--- src/assert_macros.svh ---
// ----------------------------------------------------------------------------
// assert_macros.svh
// Assertion shorthands sampled on clk and disabled while arst_n is low.
// ----------------------------------------------------------------------------
`ifndef ASSERT_MACROS_SVH
`define ASSERT_MACROS_SVH
`ifndef SYNTH
`define CHK_PROP(lbl, prop, msg) \
	lbl: assert property (@(posedge clk) disable iff (!arst_n) prop) else $error(msg);
`define CHK_NEVER(lbl, expr, msg) `CHK_PROP(lbl, !(expr), msg)
`else
`define CHK_PROP(lbl, prop, msg)
`define CHK_NEVER(lbl, expr, msg)
`endif
`endif

--- src/srrw_pkg.sv ---
// ----------------------------------------------------------------------------
// srrw_pkg
// Shared types and constants of the selective-repeat receive window.
// ----------------------------------------------------------------------------
`default_nettype none

package srrw_pkg;

	localparam int KIND_W     = 2;
	localparam int SEQ_W      = 32;
	localparam int LEN_W      = 11;
	localparam int TAG_W      = 16;
	localparam int WS_W       = 5;
	localparam int CFG_IDX_W  = 1;
	localparam int CFG_DATA_W = 5;

	// longest payload kept in a slot
	localparam int MAX_PAYLOAD = 1024;

	localparam logic [WS_W-1:0] WS_RESET = 5'd16;

	localparam logic [CFG_IDX_W-1:0] REG_WINDOW_SIZE = 1'd0;
	localparam logic [CFG_IDX_W-1:0] REG_ACK_MODE    = 1'd1;

	typedef enum logic [KIND_W-1:0] {
		PKT_START = 2'd0,
		PKT_END   = 2'd1,
		PKT_DATA  = 2'd2,
		PKT_OTHER = 2'd3
	} pkt_kind_t;

	typedef enum logic [KIND_W-1:0] {
		RES_ACK     = 2'd0,
		RES_DELIVER = 2'd1,
		RES_REJECT  = 2'd2
	} res_kind_t;

	typedef enum logic [2:0] {
		SEL_ACK_SEQ,
		SEL_ACK_MODE,
		SEL_DONE,
		SEL_REJECT,
		SEL_DELIVER
	} res_sel_t;

	typedef struct packed {
		logic     load_in;
		logic     start;
		logic     close;
		logic     store;
		logic     pop;
		logic     load_res;
		res_sel_t sel;
	} ctrl_cmd_t;

	typedef struct packed {
		pkt_kind_t kind;
		logic      good;
		logic      open;
		logic      is_exp;
		logic      in_win;
		logic      below_ack;
		logic      marked;
		logic      can_pop;
	} dp_status_t;

endpackage

`default_nettype wire

--- src/srrw_if.sv ---
// ----------------------------------------------------------------------------
// srrw_if
// Valid/ready channels: packet descriptors, results and register writes.
// ----------------------------------------------------------------------------
`default_nettype none

interface srrw_pkt_if;
	import srrw_pkg::*;
	logic              valid;
	logic              ready;
	logic [KIND_W-1:0] packet_kind;
	logic              checksum_good;
	logic [SEQ_W-1:0]  sequence_number;
	logic [LEN_W-1:0]  payload_length;
	logic [TAG_W-1:0]  payload_tag;

	modport source (output valid, packet_kind, checksum_good, sequence_number,
		payload_length, payload_tag, input ready);
	modport sink (input valid, packet_kind, checksum_good, sequence_number,
		payload_length, payload_tag, output ready);
endinterface

interface srrw_res_if;
	import srrw_pkg::*;
	logic              valid;
	logic              ready;
	logic [KIND_W-1:0] result_kind;
	logic [SEQ_W-1:0]  ack_number;
	logic [TAG_W-1:0]  deliver_tag;
	logic [LEN_W-1:0]  deliver_length;
	logic              session_done;
	logic              last_of_run;

	modport source (output valid, result_kind, ack_number, deliver_tag,
		deliver_length, session_done, last_of_run, input ready);
	modport sink (input valid, result_kind, ack_number, deliver_tag,
		deliver_length, session_done, last_of_run, output ready);
endinterface

interface srrw_cfg_if;
	import srrw_pkg::*;
	logic                  valid;
	logic                  ready;
	logic [CFG_IDX_W-1:0]  index;
	logic [CFG_DATA_W-1:0] data;

	modport source (output valid, index, data, input ready);
	modport sink (input valid, index, data, output ready);
endinterface

`default_nettype wire

--- src/srrw_ram.sv ---
// ----------------------------------------------------------------------------
// srrw_ram
// Generic single-write, single-read RAM with registered read data.
// ----------------------------------------------------------------------------
`default_nettype none

module srrw_ram #(
	parameter int WIDTH = 8,
	parameter int DEPTH = 16
) (
	input  wire logic                     clk,
	input  wire logic                     we,
	input  wire logic [$clog2(DEPTH)-1:0] waddr,
	input  wire logic [WIDTH-1:0]         wdata,
	input  wire logic                     re,
	input  wire logic [$clog2(DEPTH)-1:0] raddr,
	output logic      [WIDTH-1:0]         rdata
);

	logic [WIDTH-1:0] mem_q [DEPTH];
	logic [WIDTH-1:0] rdata_q;

	always_ff @(posedge clk) begin
		if (we) begin
			mem_q[waddr] <= wdata;
		end
		if (re) begin
			rdata_q <= mem_q[raddr];
		end
	end

	assign rdata = rdata_q;

endmodule

`default_nettype wire

--- src/srrw_dp.sv ---
// ----------------------------------------------------------------------------
// srrw_dp
// Datapath: input and config registers, window state, slot store and result
// register.
// ----------------------------------------------------------------------------
`default_nettype none

module srrw_dp #(
	parameter int WINDOW = 16
) (
	input  wire logic                            clk,
	input  wire logic                            arst_n,
	input  wire logic                            cfg_we,
	input  wire logic [srrw_pkg::CFG_IDX_W-1:0]  cfg_idx,
	input  wire logic [srrw_pkg::CFG_DATA_W-1:0] cfg_data,
	input  wire logic [srrw_pkg::KIND_W-1:0]     in_kind,
	input  wire logic                            in_good,
	input  wire logic [srrw_pkg::SEQ_W-1:0]      in_seq,
	input  wire logic [srrw_pkg::LEN_W-1:0]      in_len,
	input  wire logic [srrw_pkg::TAG_W-1:0]      in_tag,
	input  wire srrw_pkg::ctrl_cmd_t             cmd,
	output srrw_pkg::dp_status_t                 sts,
	output logic      [srrw_pkg::KIND_W-1:0]     res_kind,
	output logic      [srrw_pkg::SEQ_W-1:0]      res_ack,
	output logic      [srrw_pkg::TAG_W-1:0]      res_tag,
	output logic      [srrw_pkg::LEN_W-1:0]      res_len,
	output logic                                 res_done
);
	import srrw_pkg::*;

	localparam int PTR_W  = $clog2(WINDOW);
	localparam int CNT_W  = $clog2(WINDOW + 1);
	localparam int CW     = (CNT_W > WS_W) ? CNT_W : WS_W;
	localparam int SLOT_W = LEN_W + TAG_W;

	pkt_kind_t        in_kind_q;
	logic             in_good_q;
	logic [SEQ_W-1:0] in_seq_q;
	logic [LEN_W-1:0] in_len_q;
	logic [TAG_W-1:0] in_tag_q;

	logic [WS_W-1:0]   ws_q;
	logic              mode_q;
	logic              open_q;
	logic [SEQ_W-1:0]  exp_q;
	logic [PTR_W-1:0]  head_q;
	logic [CNT_W-1:0]  run_q;
	logic [WINDOW-1:0] valid_q;

	logic [KIND_W-1:0] res_kind_q;
	logic [SEQ_W-1:0]  res_ack_q;
	logic [TAG_W-1:0]  res_tag_q;
	logic [LEN_W-1:0]  res_len_q;
	logic              res_done_q;

	logic [CW-1:0]      ws_ext;
	logic [CW-1:0]      w_full;
	logic [CNT_W-1:0]   w_eff;
	logic [SEQ_W:0]     win_end;
	logic [SEQ_W-1:0]   lo_bound;
	logic [SEQ_W-1:0]   diff;
	logic [PTR_W:0]     phys_sum;
	logic [PTR_W-1:0]   phys;
	logic [PTR_W-1:0]   head_inc;
	logic [LEN_W-1:0]   len_sat;
	logic [SLOT_W-1:0]  slot_rdata;

	// effective window, clamped to 1..WINDOW
	always_comb begin
		ws_ext = CW'(ws_q);
		if (ws_ext == '0) begin
			w_full = CW'(1);
		end else if (ws_ext > CW'(WINDOW)) begin
			w_full = CW'(WINDOW);
		end else begin
			w_full = ws_ext;
		end
		w_eff = w_full[CNT_W-1:0];
	end

	assign win_end  = {1'b0, exp_q} + (SEQ_W+1)'(w_eff);
	assign lo_bound = (exp_q >= SEQ_W'(w_eff)) ? exp_q - SEQ_W'(w_eff) : '0;
	assign diff     = in_seq_q - exp_q;

	// slot offset to physical entry, modulo WINDOW
	always_comb begin
		phys_sum = {1'b0, head_q} + {1'b0, diff[PTR_W-1:0]};
		if (phys_sum >= (PTR_W+1)'(WINDOW)) begin
			phys_sum = phys_sum - (PTR_W+1)'(WINDOW);
		end
		phys = phys_sum[PTR_W-1:0];
	end

	assign head_inc = (head_q == PTR_W'(WINDOW - 1)) ? '0 : head_q + PTR_W'(1);
	assign len_sat  = (32'(in_len_q) > 32'(MAX_PAYLOAD)) ? LEN_W'(MAX_PAYLOAD) : in_len_q;

	always_comb begin
		sts.kind      = in_kind_q;
		sts.good      = in_good_q;
		sts.open      = open_q;
		sts.is_exp    = (in_seq_q == exp_q);
		sts.in_win    = (in_seq_q > exp_q) && ({1'b0, in_seq_q} < win_end);
		sts.below_ack = (in_seq_q < exp_q) && (mode_q || (in_seq_q >= lo_bound));
		sts.marked    = valid_q[phys];
		sts.can_pop   = (run_q < w_eff) && valid_q[head_q];
	end

	always_ff @(posedge clk) begin
		if (cmd.load_in) begin
			in_kind_q <= pkt_kind_t'(in_kind);
			in_good_q <= in_good;
			in_seq_q  <= in_seq;
			in_len_q  <= in_len;
			in_tag_q  <= in_tag;
		end
	end

	always_ff @(posedge clk or negedge arst_n) begin
		if (!arst_n) begin
			ws_q   <= WS_RESET;
			mode_q <= 1'b0;
		end else if (cfg_we) begin
			unique case (cfg_idx)
				REG_WINDOW_SIZE: ws_q   <= cfg_data;
				REG_ACK_MODE:    mode_q <= cfg_data[0];
				default: ;
			endcase
		end
	end

	always_ff @(posedge clk or negedge arst_n) begin
		if (!arst_n) begin
			open_q  <= 1'b0;
			exp_q   <= '0;
			head_q  <= '0;
			run_q   <= '0;
			valid_q <= '0;
		end else begin
			if (cmd.load_in) begin
				run_q <= '0;
			end
			if (cmd.start) begin
				open_q  <= 1'b1;
				exp_q   <= '0;
				head_q  <= '0;
				valid_q <= '0;
			end
			if (cmd.close) begin
				open_q <= 1'b0;
			end
			if (cmd.store) begin
				valid_q[phys] <= 1'b1;
			end
			// release head slot and slide the window by one
			if (cmd.pop) begin
				valid_q[head_q] <= 1'b0;
				head_q          <= head_inc;
				exp_q           <= exp_q + SEQ_W'(1);
				run_q           <= run_q + CNT_W'(1);
			end
		end
	end

	srrw_ram #(
		.WIDTH(SLOT_W),
		.DEPTH(WINDOW)
	) u_slot_ram (
		.clk  (clk),
		.we   (cmd.store),
		.waddr(phys),
		.wdata({len_sat, in_tag_q}),
		.re   (cmd.pop),
		.raddr(head_q),
		.rdata(slot_rdata)
	);

	always_ff @(posedge clk) begin
		if (cmd.load_res) begin
			res_kind_q <= RES_ACK;
			res_ack_q  <= '0;
			res_tag_q  <= '0;
			res_len_q  <= '0;
			res_done_q <= 1'b0;
			case (cmd.sel)
				SEL_ACK_SEQ:  res_ack_q <= in_seq_q;
				SEL_ACK_MODE: res_ack_q <= mode_q ? in_seq_q : exp_q;
				SEL_DONE: begin
					res_ack_q  <= in_seq_q;
					res_done_q <= 1'b1;
				end
				SEL_REJECT:   res_kind_q <= RES_REJECT;
				SEL_DELIVER: begin
					res_kind_q <= RES_DELIVER;
					res_len_q  <= slot_rdata[SLOT_W-1:TAG_W];
					res_tag_q  <= slot_rdata[TAG_W-1:0];
				end
				default: ;
			endcase
		end
	end

	assign res_kind = res_kind_q;
	assign res_ack  = res_ack_q;
	assign res_tag  = res_tag_q;
	assign res_len  = res_len_q;
	assign res_done = res_done_q;

endmodule

`default_nettype wire

--- src/srrw_ctrl.sv ---
// ----------------------------------------------------------------------------
// srrw_ctrl
// Controller: classifies each descriptor and sequences the in-order release.
// ----------------------------------------------------------------------------
`default_nettype none

module srrw_ctrl (
	input  wire logic                 clk,
	input  wire logic                 arst_n,
	input  wire logic                 in_valid,
	output logic                      in_ready,
	output logic                      out_valid,
	input  wire logic                 out_ready,
	output logic                      out_last,
	input  wire srrw_pkg::dp_status_t sts,
	output srrw_pkg::ctrl_cmd_t       cmd
);
	import srrw_pkg::*;

	typedef enum logic [2:0] {
		S_IDLE,
		S_CLASS,
		S_CHECK,
		S_FETCH,
		S_EMIT
	} state_t;

	state_t state_q, state_n;
	logic   out_valid_q;
	logic   last_q, last_n;

	always_comb begin
		cmd          = '0;
		cmd.sel      = SEL_ACK_MODE;
		state_n      = state_q;
		last_n       = last_q;
		unique case (state_q)
			S_IDLE: begin
				if (in_valid) begin
					cmd.load_in = 1'b1;
					state_n     = S_CLASS;
				end
			end
			S_CLASS: begin
				state_n = S_IDLE;
				unique case (sts.kind)
					PKT_START: begin
						if (sts.good) begin
							cmd.start    = 1'b1;
							cmd.load_res = 1'b1;
							cmd.sel      = SEL_ACK_SEQ;
							last_n       = 1'b1;
							state_n      = S_EMIT;
						end
					end
					PKT_END, PKT_DATA: begin
						if (!sts.open) begin
							cmd.load_res = 1'b1;
							cmd.sel      = SEL_REJECT;
							last_n       = 1'b1;
							state_n      = S_EMIT;
						end else if (!sts.good) begin
							state_n = S_IDLE;
						end else if (sts.kind == PKT_END) begin
							cmd.close    = 1'b1;
							cmd.load_res = 1'b1;
							cmd.sel      = SEL_DONE;
							last_n       = 1'b1;
							state_n      = S_EMIT;
						end else if (sts.is_exp) begin
							// overwrite head slot, then walk the run
							cmd.store = 1'b1;
							state_n   = S_CHECK;
						end else if (sts.in_win || sts.below_ack) begin
							cmd.store    = sts.in_win && !sts.marked;
							cmd.load_res = 1'b1;
							cmd.sel      = SEL_ACK_MODE;
							last_n       = 1'b1;
							state_n      = S_EMIT;
						end
					end
					default: state_n = S_IDLE;
				endcase
			end
			S_CHECK: begin
				if (sts.can_pop) begin
					cmd.pop = 1'b1;
					state_n = S_FETCH;
				end else begin
					cmd.load_res = 1'b1;
					cmd.sel      = SEL_ACK_MODE;
					last_n       = 1'b1;
					state_n      = S_EMIT;
				end
			end
			S_FETCH: begin
				cmd.load_res = 1'b1;
				cmd.sel      = SEL_DELIVER;
				last_n       = 1'b0;
				state_n      = S_EMIT;
			end
			S_EMIT: begin
				if (out_ready) begin
					state_n = last_q ? S_IDLE : S_CHECK;
				end
			end
			default: state_n = S_IDLE;
		endcase
	end

	always_ff @(posedge clk or negedge arst_n) begin
		if (!arst_n) begin
			state_q     <= S_IDLE;
			out_valid_q <= 1'b0;
			last_q      <= 1'b0;
		end else begin
			state_q     <= state_n;
			out_valid_q <= (state_n == S_EMIT);
			last_q      <= last_n;
		end
	end

	assign in_ready  = (state_q == S_IDLE);
	assign out_valid = out_valid_q;
	assign out_last  = last_q;

endmodule

`default_nettype wire

--- src/selective_repeat_receive_window.sv ---
// ----------------------------------------------------------------------------
// selective_repeat_receive_window
// Receiver side of a sliding-window transfer. One packet descriptor is taken
// at a time on pkt and answered on res with zero or more results, the last
// one flagged by last_of_run. An ignored descriptor is dropped, one answered
// by a single ack or reject is classified and output, and an in-order data
// packet is stored and releases its run of stored slots, each release with a
// window check, one registered read of the slot RAM and an output step, and
// then ends with an ack. The slot length and tag live in a WINDOW-deep RAM
// addressed as a ring from the window head; received marks are flip-flops
// cleared by reset and by a good start packet. The register port cfg is
// always ready; the user must write it only while the block is idle, which the block itself does not enforce.
// ----------------------------------------------------------------------------
`default_nettype none

module selective_repeat_receive_window #(
	parameter int WINDOW = 16
) (
	input  wire logic   clk,
	input  wire logic   arst_n,
	srrw_pkt_if.sink    pkt,
	srrw_res_if.source  res,
	srrw_cfg_if.sink    cfg
);
	import srrw_pkg::*;

	`include "assert_macros.svh"

	ctrl_cmd_t  cmd;
	dp_status_t sts;

	assign cfg.ready = 1'b1;

	srrw_ctrl u_ctrl (
		.clk      (clk),
		.arst_n   (arst_n),
		.in_valid (pkt.valid),
		.in_ready (pkt.ready),
		.out_valid(res.valid),
		.out_ready(res.ready),
		.out_last (res.last_of_run),
		.sts      (sts),
		.cmd      (cmd)
	);

	srrw_dp #(
		.WINDOW(WINDOW)
	) u_dp (
		.clk     (clk),
		.arst_n  (arst_n),
		.cfg_we  (cfg.valid),
		.cfg_idx (cfg.index),
		.cfg_data(cfg.data),
		.in_kind (pkt.packet_kind),
		.in_good (pkt.checksum_good),
		.in_seq  (pkt.sequence_number),
		.in_len  (pkt.payload_length),
		.in_tag  (pkt.payload_tag),
		.cmd     (cmd),
		.sts     (sts),
		.res_kind(res.result_kind),
		.res_ack (res.ack_number),
		.res_tag (res.deliver_tag),
		.res_len (res.deliver_length),
		.res_done(res.session_done)
	);

	`CHK_NEVER(a_no_accept_while_out, pkt.ready && res.valid, "input taken with result pending")
	`CHK_PROP(a_store_needs_open, cmd.store |-> sts.open, "slot store on closed session")
	`CHK_PROP(a_pop_needs_mark, cmd.pop |-> sts.can_pop, "release of unmarked slot")
	`CHK_PROP(a_deliver_not_last, (res.valid && res.result_kind == RES_DELIVER) |-> !res.last_of_run, "delivery flagged last")

endmodule

`default_nettype wire
--- src/flat_wrapper.sv ---
// flat-port wrapper written by rule: the top's interface ports become plain ports
module selective_repeat_receive_window_flat import srrw_pkg::*;
#(
	parameter int WINDOW = 16
)
  (clk, arst_n, pkt_valid, pkt_packet_kind, pkt_checksum_good, pkt_sequence_number, pkt_payload_length, pkt_payload_tag, pkt_ready, res_valid, res_result_kind, res_ack_number, res_deliver_tag, res_deliver_length, res_session_done, res_last_of_run, res_ready, cfg_valid, cfg_index, cfg_data, cfg_ready);
  srrw_pkt_if pkt_i ();
  srrw_res_if res_i ();
  srrw_cfg_if cfg_i ();
  input  wire logic clk;
  input  wire logic arst_n;
  input wire logic [$bits(pkt_i.valid)-1:0] pkt_valid;
  input wire logic [$bits(pkt_i.packet_kind)-1:0] pkt_packet_kind;
  input wire logic [$bits(pkt_i.checksum_good)-1:0] pkt_checksum_good;
  input wire logic [$bits(pkt_i.sequence_number)-1:0] pkt_sequence_number;
  input wire logic [$bits(pkt_i.payload_length)-1:0] pkt_payload_length;
  input wire logic [$bits(pkt_i.payload_tag)-1:0] pkt_payload_tag;
  output wire logic [$bits(pkt_i.ready)-1:0] pkt_ready;
  output wire logic [$bits(res_i.valid)-1:0] res_valid;
  output wire logic [$bits(res_i.result_kind)-1:0] res_result_kind;
  output wire logic [$bits(res_i.ack_number)-1:0] res_ack_number;
  output wire logic [$bits(res_i.deliver_tag)-1:0] res_deliver_tag;
  output wire logic [$bits(res_i.deliver_length)-1:0] res_deliver_length;
  output wire logic [$bits(res_i.session_done)-1:0] res_session_done;
  output wire logic [$bits(res_i.last_of_run)-1:0] res_last_of_run;
  input wire logic [$bits(res_i.ready)-1:0] res_ready;
  input wire logic [$bits(cfg_i.valid)-1:0] cfg_valid;
  input wire logic [$bits(cfg_i.index)-1:0] cfg_index;
  input wire logic [$bits(cfg_i.data)-1:0] cfg_data;
  output wire logic [$bits(cfg_i.ready)-1:0] cfg_ready;
  assign pkt_i.valid = pkt_valid;
  assign pkt_i.packet_kind = pkt_packet_kind;
  assign pkt_i.checksum_good = pkt_checksum_good;
  assign pkt_i.sequence_number = pkt_sequence_number;
  assign pkt_i.payload_length = pkt_payload_length;
  assign pkt_i.payload_tag = pkt_payload_tag;
  assign pkt_ready = pkt_i.ready;
  assign res_valid = res_i.valid;
  assign res_result_kind = res_i.result_kind;
  assign res_ack_number = res_i.ack_number;
  assign res_deliver_tag = res_i.deliver_tag;
  assign res_deliver_length = res_i.deliver_length;
  assign res_session_done = res_i.session_done;
  assign res_last_of_run = res_i.last_of_run;
  assign res_i.ready = res_ready;
  assign cfg_i.valid = cfg_valid;
  assign cfg_i.index = cfg_index;
  assign cfg_i.data = cfg_data;
  assign cfg_ready = cfg_i.ready;
  selective_repeat_receive_window #(.WINDOW(WINDOW)) u_core (.clk(clk), .arst_n(arst_n), .pkt(pkt_i), .res(res_i), .cfg(cfg_i));
endmodule
--- config.mk ---
export PLATFORM = sky130hd
export DESIGN_NAME = selective_repeat_receive_window_flat
export DESIGN_NICKNAME = d
export VERILOG_FILES = /design/src/srrw_pkg.sv /design/src/srrw_if.sv /design/src/srrw_ram.sv /design/src/srrw_dp.sv /design/src/srrw_ctrl.sv /design/src/selective_repeat_receive_window.sv /design/src/flat_wrapper.sv
export VERILOG_INCLUDE_DIRS = /design/src /design/src/src
export SDC_FILE = /design/constraint.sdc
export NUM_CORES = 1
export LEC_CHECK = 0
export BUFFER_PORTS_ARGS = -buffer_cell sky130_fd_sc_hd__buf_4
export CORE_ASPECT_RATIO = 1.2
export CORE_MARGIN = 1
export CORE_UTILIZATION = 60
export CTS_CLUSTER_SIZE = 8
export DETAILED_ROUTE_END_ITERATION = 6
export PLACE_DENSITY = 0.89
export SYNTH_ARGS = -nofsm -noshare
export SYNTH_HDL_FRONTEND = slang
export SYNTH_HIERARCHICAL = 1
export SYNTH_SLANG_ARGS = --single-unit
--- constraint.sdc ---
create_clock -name clk -period 15.7 [get_ports clk]
set_clock_uncertainty 0.2 [all_clocks]
set_input_delay 1.57 -clock clk [delete_from_list [all_inputs] [get_ports clk]]
set_output_delay 1.57 -clock clk [all_outputs]
set_load 0.005 [all_outputs]
# Word-level counts from Yosys, hierarchy flattened
# Memory sizes are Yosys's and may differ from the RTL's. A register that Yosys moved wholly into a read port is not among the register bits.
# Index checks and enable logic that the tools add are counted.
# W data, S select, Z words.
# classes
n_addsub	8
muxes	75
reduce_logical	22
bitwise_logic	4
n_eq_ne	19
n_lt_le_gt_ge	13
# op_table
operator	count
$mux W32	4
$pmux W32 S2	1
$mux W16	3
$mux W4	11
$add A32 B5 Y33	1
$lt A32 B33 Y1	1
$add A32 B1 Y32 const B	1
$eq A32 B32 Y1	1
$ge A32 B32 Y1	1
$ge A32 B5 Y1	1
$gt A32 B32 Y1	1
$lt A32 B32 Y1	1
$sub A32 B5 Y32	1
$mux W3	10
$mux W1	26
$mux W5	4
$and A16 B16 Y16	1
$not A16 Y16	1
$or A16 B16 Y16	1
$pmux W3 S5	1
$eq A3 B2 Y1 const B	4
$pmux W4 S3	1
$gt A11 B11 Y1 const B	1
$mux W11	1
other kinds (40)	62
# word_totals
input_bits	73
memories	1
reg_bits	193
ramBits	432
word_cells	162
# memory_table
memory	words	word_bits	rd	rd_ports_with_merged_regs	write_ports	line_no	source
u_core.u_dp.u_slot_ram.mem_q	16	27	1	1	1	srrw_ram.sv:20	logic [WIDTH-1:0] mem_q [DEPTH];

# Longest topological paths before layout
# depth
depth_word	21
ltp_mapped	25
mapped_depth_nobuf	24

# By module
# The synthesis kept the hierarchy.
# modules_own_cells
module	n_inst	cells_each	area_each_um2	seq_area_each_um2
srrw_ram	1	710	17164.0	13783.2
srrw_dp	1	1116	11763.8	5326.4
srrw_ctrl	1	60	510.5	125.1
selective_repeat_receive_window	1	2	11.3	0.0

# Worst setup path before layout
# No wires, ideal clock.
# synth_path
path_kind	reg2reg
from	register u_core.u_dp.ws_q[4], in the netlist u_core/u_dp/ws_ext[4]
to	memory u_core/u_dp/u_slot_ram/mem_q[0][0] (netlist name), enable pin
n_path_buf	0
path_stages_with_launch	22
setup_slack_ns	8.610
arrival_ns	6.445
setup_ns	0.445
t_required_ns	15.055
path_cell_list	dfstp_2 -> inv_1 -> nand2_1 -> inv_1 -> fa_1 -> nand2b_1 -> a21oi_1 -> o21ai_0 -> nand2_1 -> nand2_1 -> xnor2_1 -> ha_1 -> a211oi_1 -> nor2_1 -> a2111oi_0 -> o31ai_1 -> a211o_1 -> a211oi_1 -> a21oi_1 -> nor3_1 -> or3b_2 -> nor3_1
# synth_rtl
element	line_no	source
start: declaration	srrw_dp.sv:42	logic [WS_W-1:0] ws_q;
start signal: assignment	srrw_dp.sv:124	REG_WINDOW_SIZE: ws_q <= cfg_data;
end: declaration	srrw_ram.sv:20	

==> results.py <==
metrics = {
    "timing": {
        "fin_setup_tns_ns": 0,
        "period_minus_slack_ns": 7.53,
        "worst_slew_pin_slew_ns": 1.19,
        "setup_viol": 0,
        "slew_headroom_pct": 19.9,
        "timing.hold.ws_ns": 0.304,
        "fmax_mhz": 133,
        "timing.final.crit_share_pct": 47.9,
        "finalHoldViolations": 0,
        "slew_violations": 0,
        "rsz0062_at_grt": "false",
    },
    "min_path": {
        "holdCritStartpoint": "u_core/u_dp/u_slot_ram/rdata[23]",
        "hp-class": "reg2reg",
        "holdPathStages": 1,
        "min_to": "u_core/u_dp/res_len[7]",
    },
    "critical_path": {
        "cp_num_buf_inv": 3,
        "r2r_slack_ns": 8.17,
        "required_ns": 15.75,
        "crit_top_cell": "nand2_1",
        "startpoint_type": "flop",
        "path_cells": "inv_1, nand2_1, inv_1, fa_1, nand2b_1, a21oi_1, o21ai_0, nand2_1, nand2_1, xnor2_1, ha_1, a211oi_1, nor2_1, a2111oi_0, o31ai_1, a211o_1, a211oi_1, a21oi_1, nor3_1, nand3_1, nor2_2, buf_4",
        "cp_max_fo": 27,
        "crit_arrival_ns": 7.58,
        "path_class": "reg2reg",
        "r2r_cells": 22,
        "path_delay_family": "compound AO/OA/AOI/OAI gates",
        "endpoint_kind": "flop",
        "rr_startpoint": "u_core/u_dp/ws_ext[4]",
        "r2r-end": "u_core/u_dp/u_slot_ram/mem_q[14][0]",
        "max_stage_delay_ns": 0.82,
        "cpMaxStageDelayCell": "a2111oi_0",
    },
    "placement": {
        "dp_hpwl_mm": 45.4,
        "io_buffers": 137,
        "place_congestion": 0.972,
        "placed_area_sq_um": 31100,
    },
    "routing": {
        "wl_met1_mm": 27.3,
        "first_iter_violations": 1912,
        "top_layer": "met4",
        "routed_wl_mm": 79.9,
        "wl_met3_mm": 6.73,
        "wire_per_inst_microns": 29.4,
        "vias": 18440,
        "drc": 0,
        "first_pass_iters": 5,
        "detail-route-antenna-nets": 0,
        "avgViaCountPerCell": 6.78,
        "met2WireLength_mm": 41.4,
    },
    "cells_and_area": {
        "final_area_sq_um": 33700,
        "final_nets": 2253,
        "layout-drive-gt1-share_pct": 22.0,
        "nFillCells": 2961,
        "multi_input_area_sq_um": 9560,
        "utilization_pct": 69.8,
        "final_cell_mix": "583 x edfxtp_1, 167 x buf_4, 122 x ha_1",
        "regArea_sq_um": 19200,
        "area_delta_synth_final_pct": 14.4,
        "mostFrequentLayoutCell": "edfxtp_1",
    },
    "synth": {
        "ys_types": 87,
        "syn_nets": 2087,
        "syn_inst": 1888,
        "async_reset_ff_share_pct": 10.6,
        "synth.top_cell.area_share_pct": 59.4,
        "synth-seq-cells": 652,
        "yosysSeqAreaShare_pct": 65.3,
        "syn_area_per_cell_sq_um": 15.6,
        "synth_top_family_by_area": "multiplexers",
        "synth_top_cells_by_area": "edfxtp_1 59%, mux4_2 8.9%, dfrtp_1 5.8%, ha_1 5.2%, xnor2_1 1.6%",
        "synth-xor-area-share_pct": 1.89,
        "synthMuxAreaShare_pct": 9.34,
        "synth_ff_type": "edfxtp_1",
        "yosys.area.top_type": "edfxtp_1",
        "ys_warn_count": 6,
        "syn_area_sq_um": 29400,
        "yosys.area_share.simple_pct": 7.69,
        "synth-compound-area-share_pct": 7.76,
        "synth_edf_count": 583,
        "synthAdderAreaFrac_pct": 5.46,
    },
    "power": {
        "pwr-share-clk_pct": 39.9,
        "switchingPower_w": 0.00115,
        "p_per_area_nw_per_um2": 134,
        "p_int_w": 0.00336,
        "switching_share_pct": 25.5,
        "power_frac_comb_pct": 12.3,
        "p_total_w": 0.00451,
        "vdd_drop_max_uv": 143,
        "leakage_nw": 11.6,
        "seqPwrFrac_pct": 47.8,
    },
    "grt": {
        "antenna_found_initial": 1,
        "grt_remaining_overflow": 0,
        "grt_pass1_vias": 18933,
        "grt_pass1_wl_mm": 118,
        "grt_use_total_pct": 32.6,
        "grt_max_degree": 70,
    },
    "cts": {
        "cts_resized": 0,
        "clkTransAtPathRegs_ns": 0.05,
        "clkLatencyLatePin_ns": 0.64,
        "htreeDepth": 3,
        "cts_buffers": 91,
        "post-cts-setup-buffers": 0,
        "cts_tree": "yes",
        "cts-root-buf": "clkbuf_16",
        "clock_sinks": 652,
        "ctsHoldBuffers": 0,
        "cts.path.max_buffers": 3,
    },
    "flow_run": {
        "maxCapViolCount": 0,
    },
    "floorplan": {
        "die_area_sq_um": 50000,
        "num_rows": 88,
        "fp.dieH_microns": 245,
        "num_io_pins": 139,
        "initial_core_util_pct": 61.1,
        "core_area_sq_um": 48200,
        "die_w_microns": 204,
    },
    "outcome": {
        "status": "complete, no violations",
    },
}
==> area by class of cell <==
type | instances | share of cell area [%]
multi-input cells | 1072 | 28.4
repair buffers | 167 | 3.72
well taps | 630 | 2.34
inverters | 70 | 0.780
clock inverters | 4 | 0.357
flip-flops and latches | 652 | 57.1
clock buffers | 122 | 7.26
diodes | 1 | 0.00743
==> flip-flops by register name (all words and copies together), names as in the netlist, 16 cells and up <==
signal,flops
u_core/u_dp/in_tag_q,16
u_core/u_dp/res_ack,32
u_core/u_dp/valid_q,16
u_core/u_dp/res_tag,16
u_core/u_dp/in_seq_q,32
u_core/u_dp/u_slot_ram/mem_q,432
u_core/u_dp/exp_q,32
u_core/u_dp/u_slot_ram/rdata,27
==> Yosys cell counts (10+ instances only) <==
| cell | count |
|---|---|
| nand4_1 | 31 |
| o211ai_1 | 12 |
| edfxtp_1 | 583 |
| nor3_1 | 28 |
| nand3_1 | 41 |
| a22oi_2 | 20 |
| o31ai_1 | 15 |
| a31oi_1 | 22 |
| nor2_1 | 73 |
| a22oi_1 | 35 |
| a211oi_1 | 10 |
| nor4_1 | 12 |
| ha_1 | 122 |
| nor2b_1 | 35 |
| a21oi_1 | 73 |
| a22o_1 | 31 |
| a21o_1 | 12 |
| xnor2_1 | 55 |
| o21ai_0 | 54 |
| clkbuf_1 | 53 |
| dfrtp_1 | 68 |
| and2_1 | 32 |
| nand2_1 | 119 |
| buf_2 | 19 |
| nand2b_1 | 12 |
| inv_1 | 66 |
| mux4_2 | 117 |
==> worst reg2reg max path, stage by stage (launching register included) <==
cell and delay [ns]:
dfstp_2 0.55, inv_1 0.11, nand2_1 0.19, inv_1 0.12, fa_1 0.43, nand2b_1 0.09
a21oi_1 0.10, o21ai_0 0.50, nand2_1 0.16, nand2_1 0.11, xnor2_1 0.12, ha_1 0.26
a211oi_1 0.20, nor2_1 0.08, a2111oi_0 0.82, o31ai_1 0.24, a211o_1 0.35, a211oi_1 0.40
a21oi_1 0.14, nor3_1 0.68, nand3_1 0.44, nor2_2 0.30, buf_4 0.53
==> power by group through the flow <==
| stage | clock, W | combinational (W) | sequential (W) |
|---|---|---|---|
| 6_report | 0.00180 | 0.000553 | 0.00216 |
| 5_1_grt | 0.00188 | 0.000604 | 0.00216 |
| 4_1_cts | 0.00182 | 0.000553 | 0.00216 |
| 3_5_place_dp | 0 | 0.000546 | 0.00218 |
| 3_3_place_gp | 0 | 0.000519 | 0.00218 |
| 2_1_floorplan | 0 | 0.000338 | 0.00214 |
==> kinds of logic after synthesis <==
logic type	Yosys count
AOI/OAI and AO/OA	320
xor gates and xnor gates	62
adders and majority gates	126
buffers and inverters	164
DFF	652
muxes	128
other	1
and+or+nand+nor	435
==> metal layers <==
metal | track usage (%) | vias up
met3 | 4.89 | 292
met2 | 56.5 | 1197
met5 | 0 | -
met1 | 39.2 | 9234
met4 | 18.1 | 0
li1 | - | 7717
==> worst max path at each step <==
stage	slack (ns)	depth (start not counted)	from	end
2_1_floorplan	8.61	21	u_core/u_dp/ws_ext[4]	u_core/u_dp/u_slot_ram/mem_q[0][0]
6_report	8.17	22	u_core/u_dp/ws_ext[4]	u_core/u_dp/u_slot_ram/mem_q[14][0]
4_1_cts	8.30	24	u_core/u_dp/ws_ext[2]	u_core/u_dp/res_ack[3]
5_1_grt	7.68	24	u_core/u_dp/ws_ext[2]	u_core/u_dp/res_tag[9]
3_3_place_gp	8.49	24	u_core/u_dp/ws_ext[2]	u_core/u_dp/res_ack[29]
3_5_place_dp	8.30	24	u_core/u_dp/ws_ext[2]	u_core/u_dp/res_ack[0]
==> per-stage QoR <==
| step | cells | setup slack, ns |
|---|---|---|
| floorplan | 1888 | 8.61 |
| global placement | 2591 | 8.49 |
| detailed placement | 2591 | 8.30 |
| CTS | 2717 | 8.30 |
| global route | 2717 | 7.68 |
| finish | 2718 | 8.17 |
(Power assumes the default switching activity.)
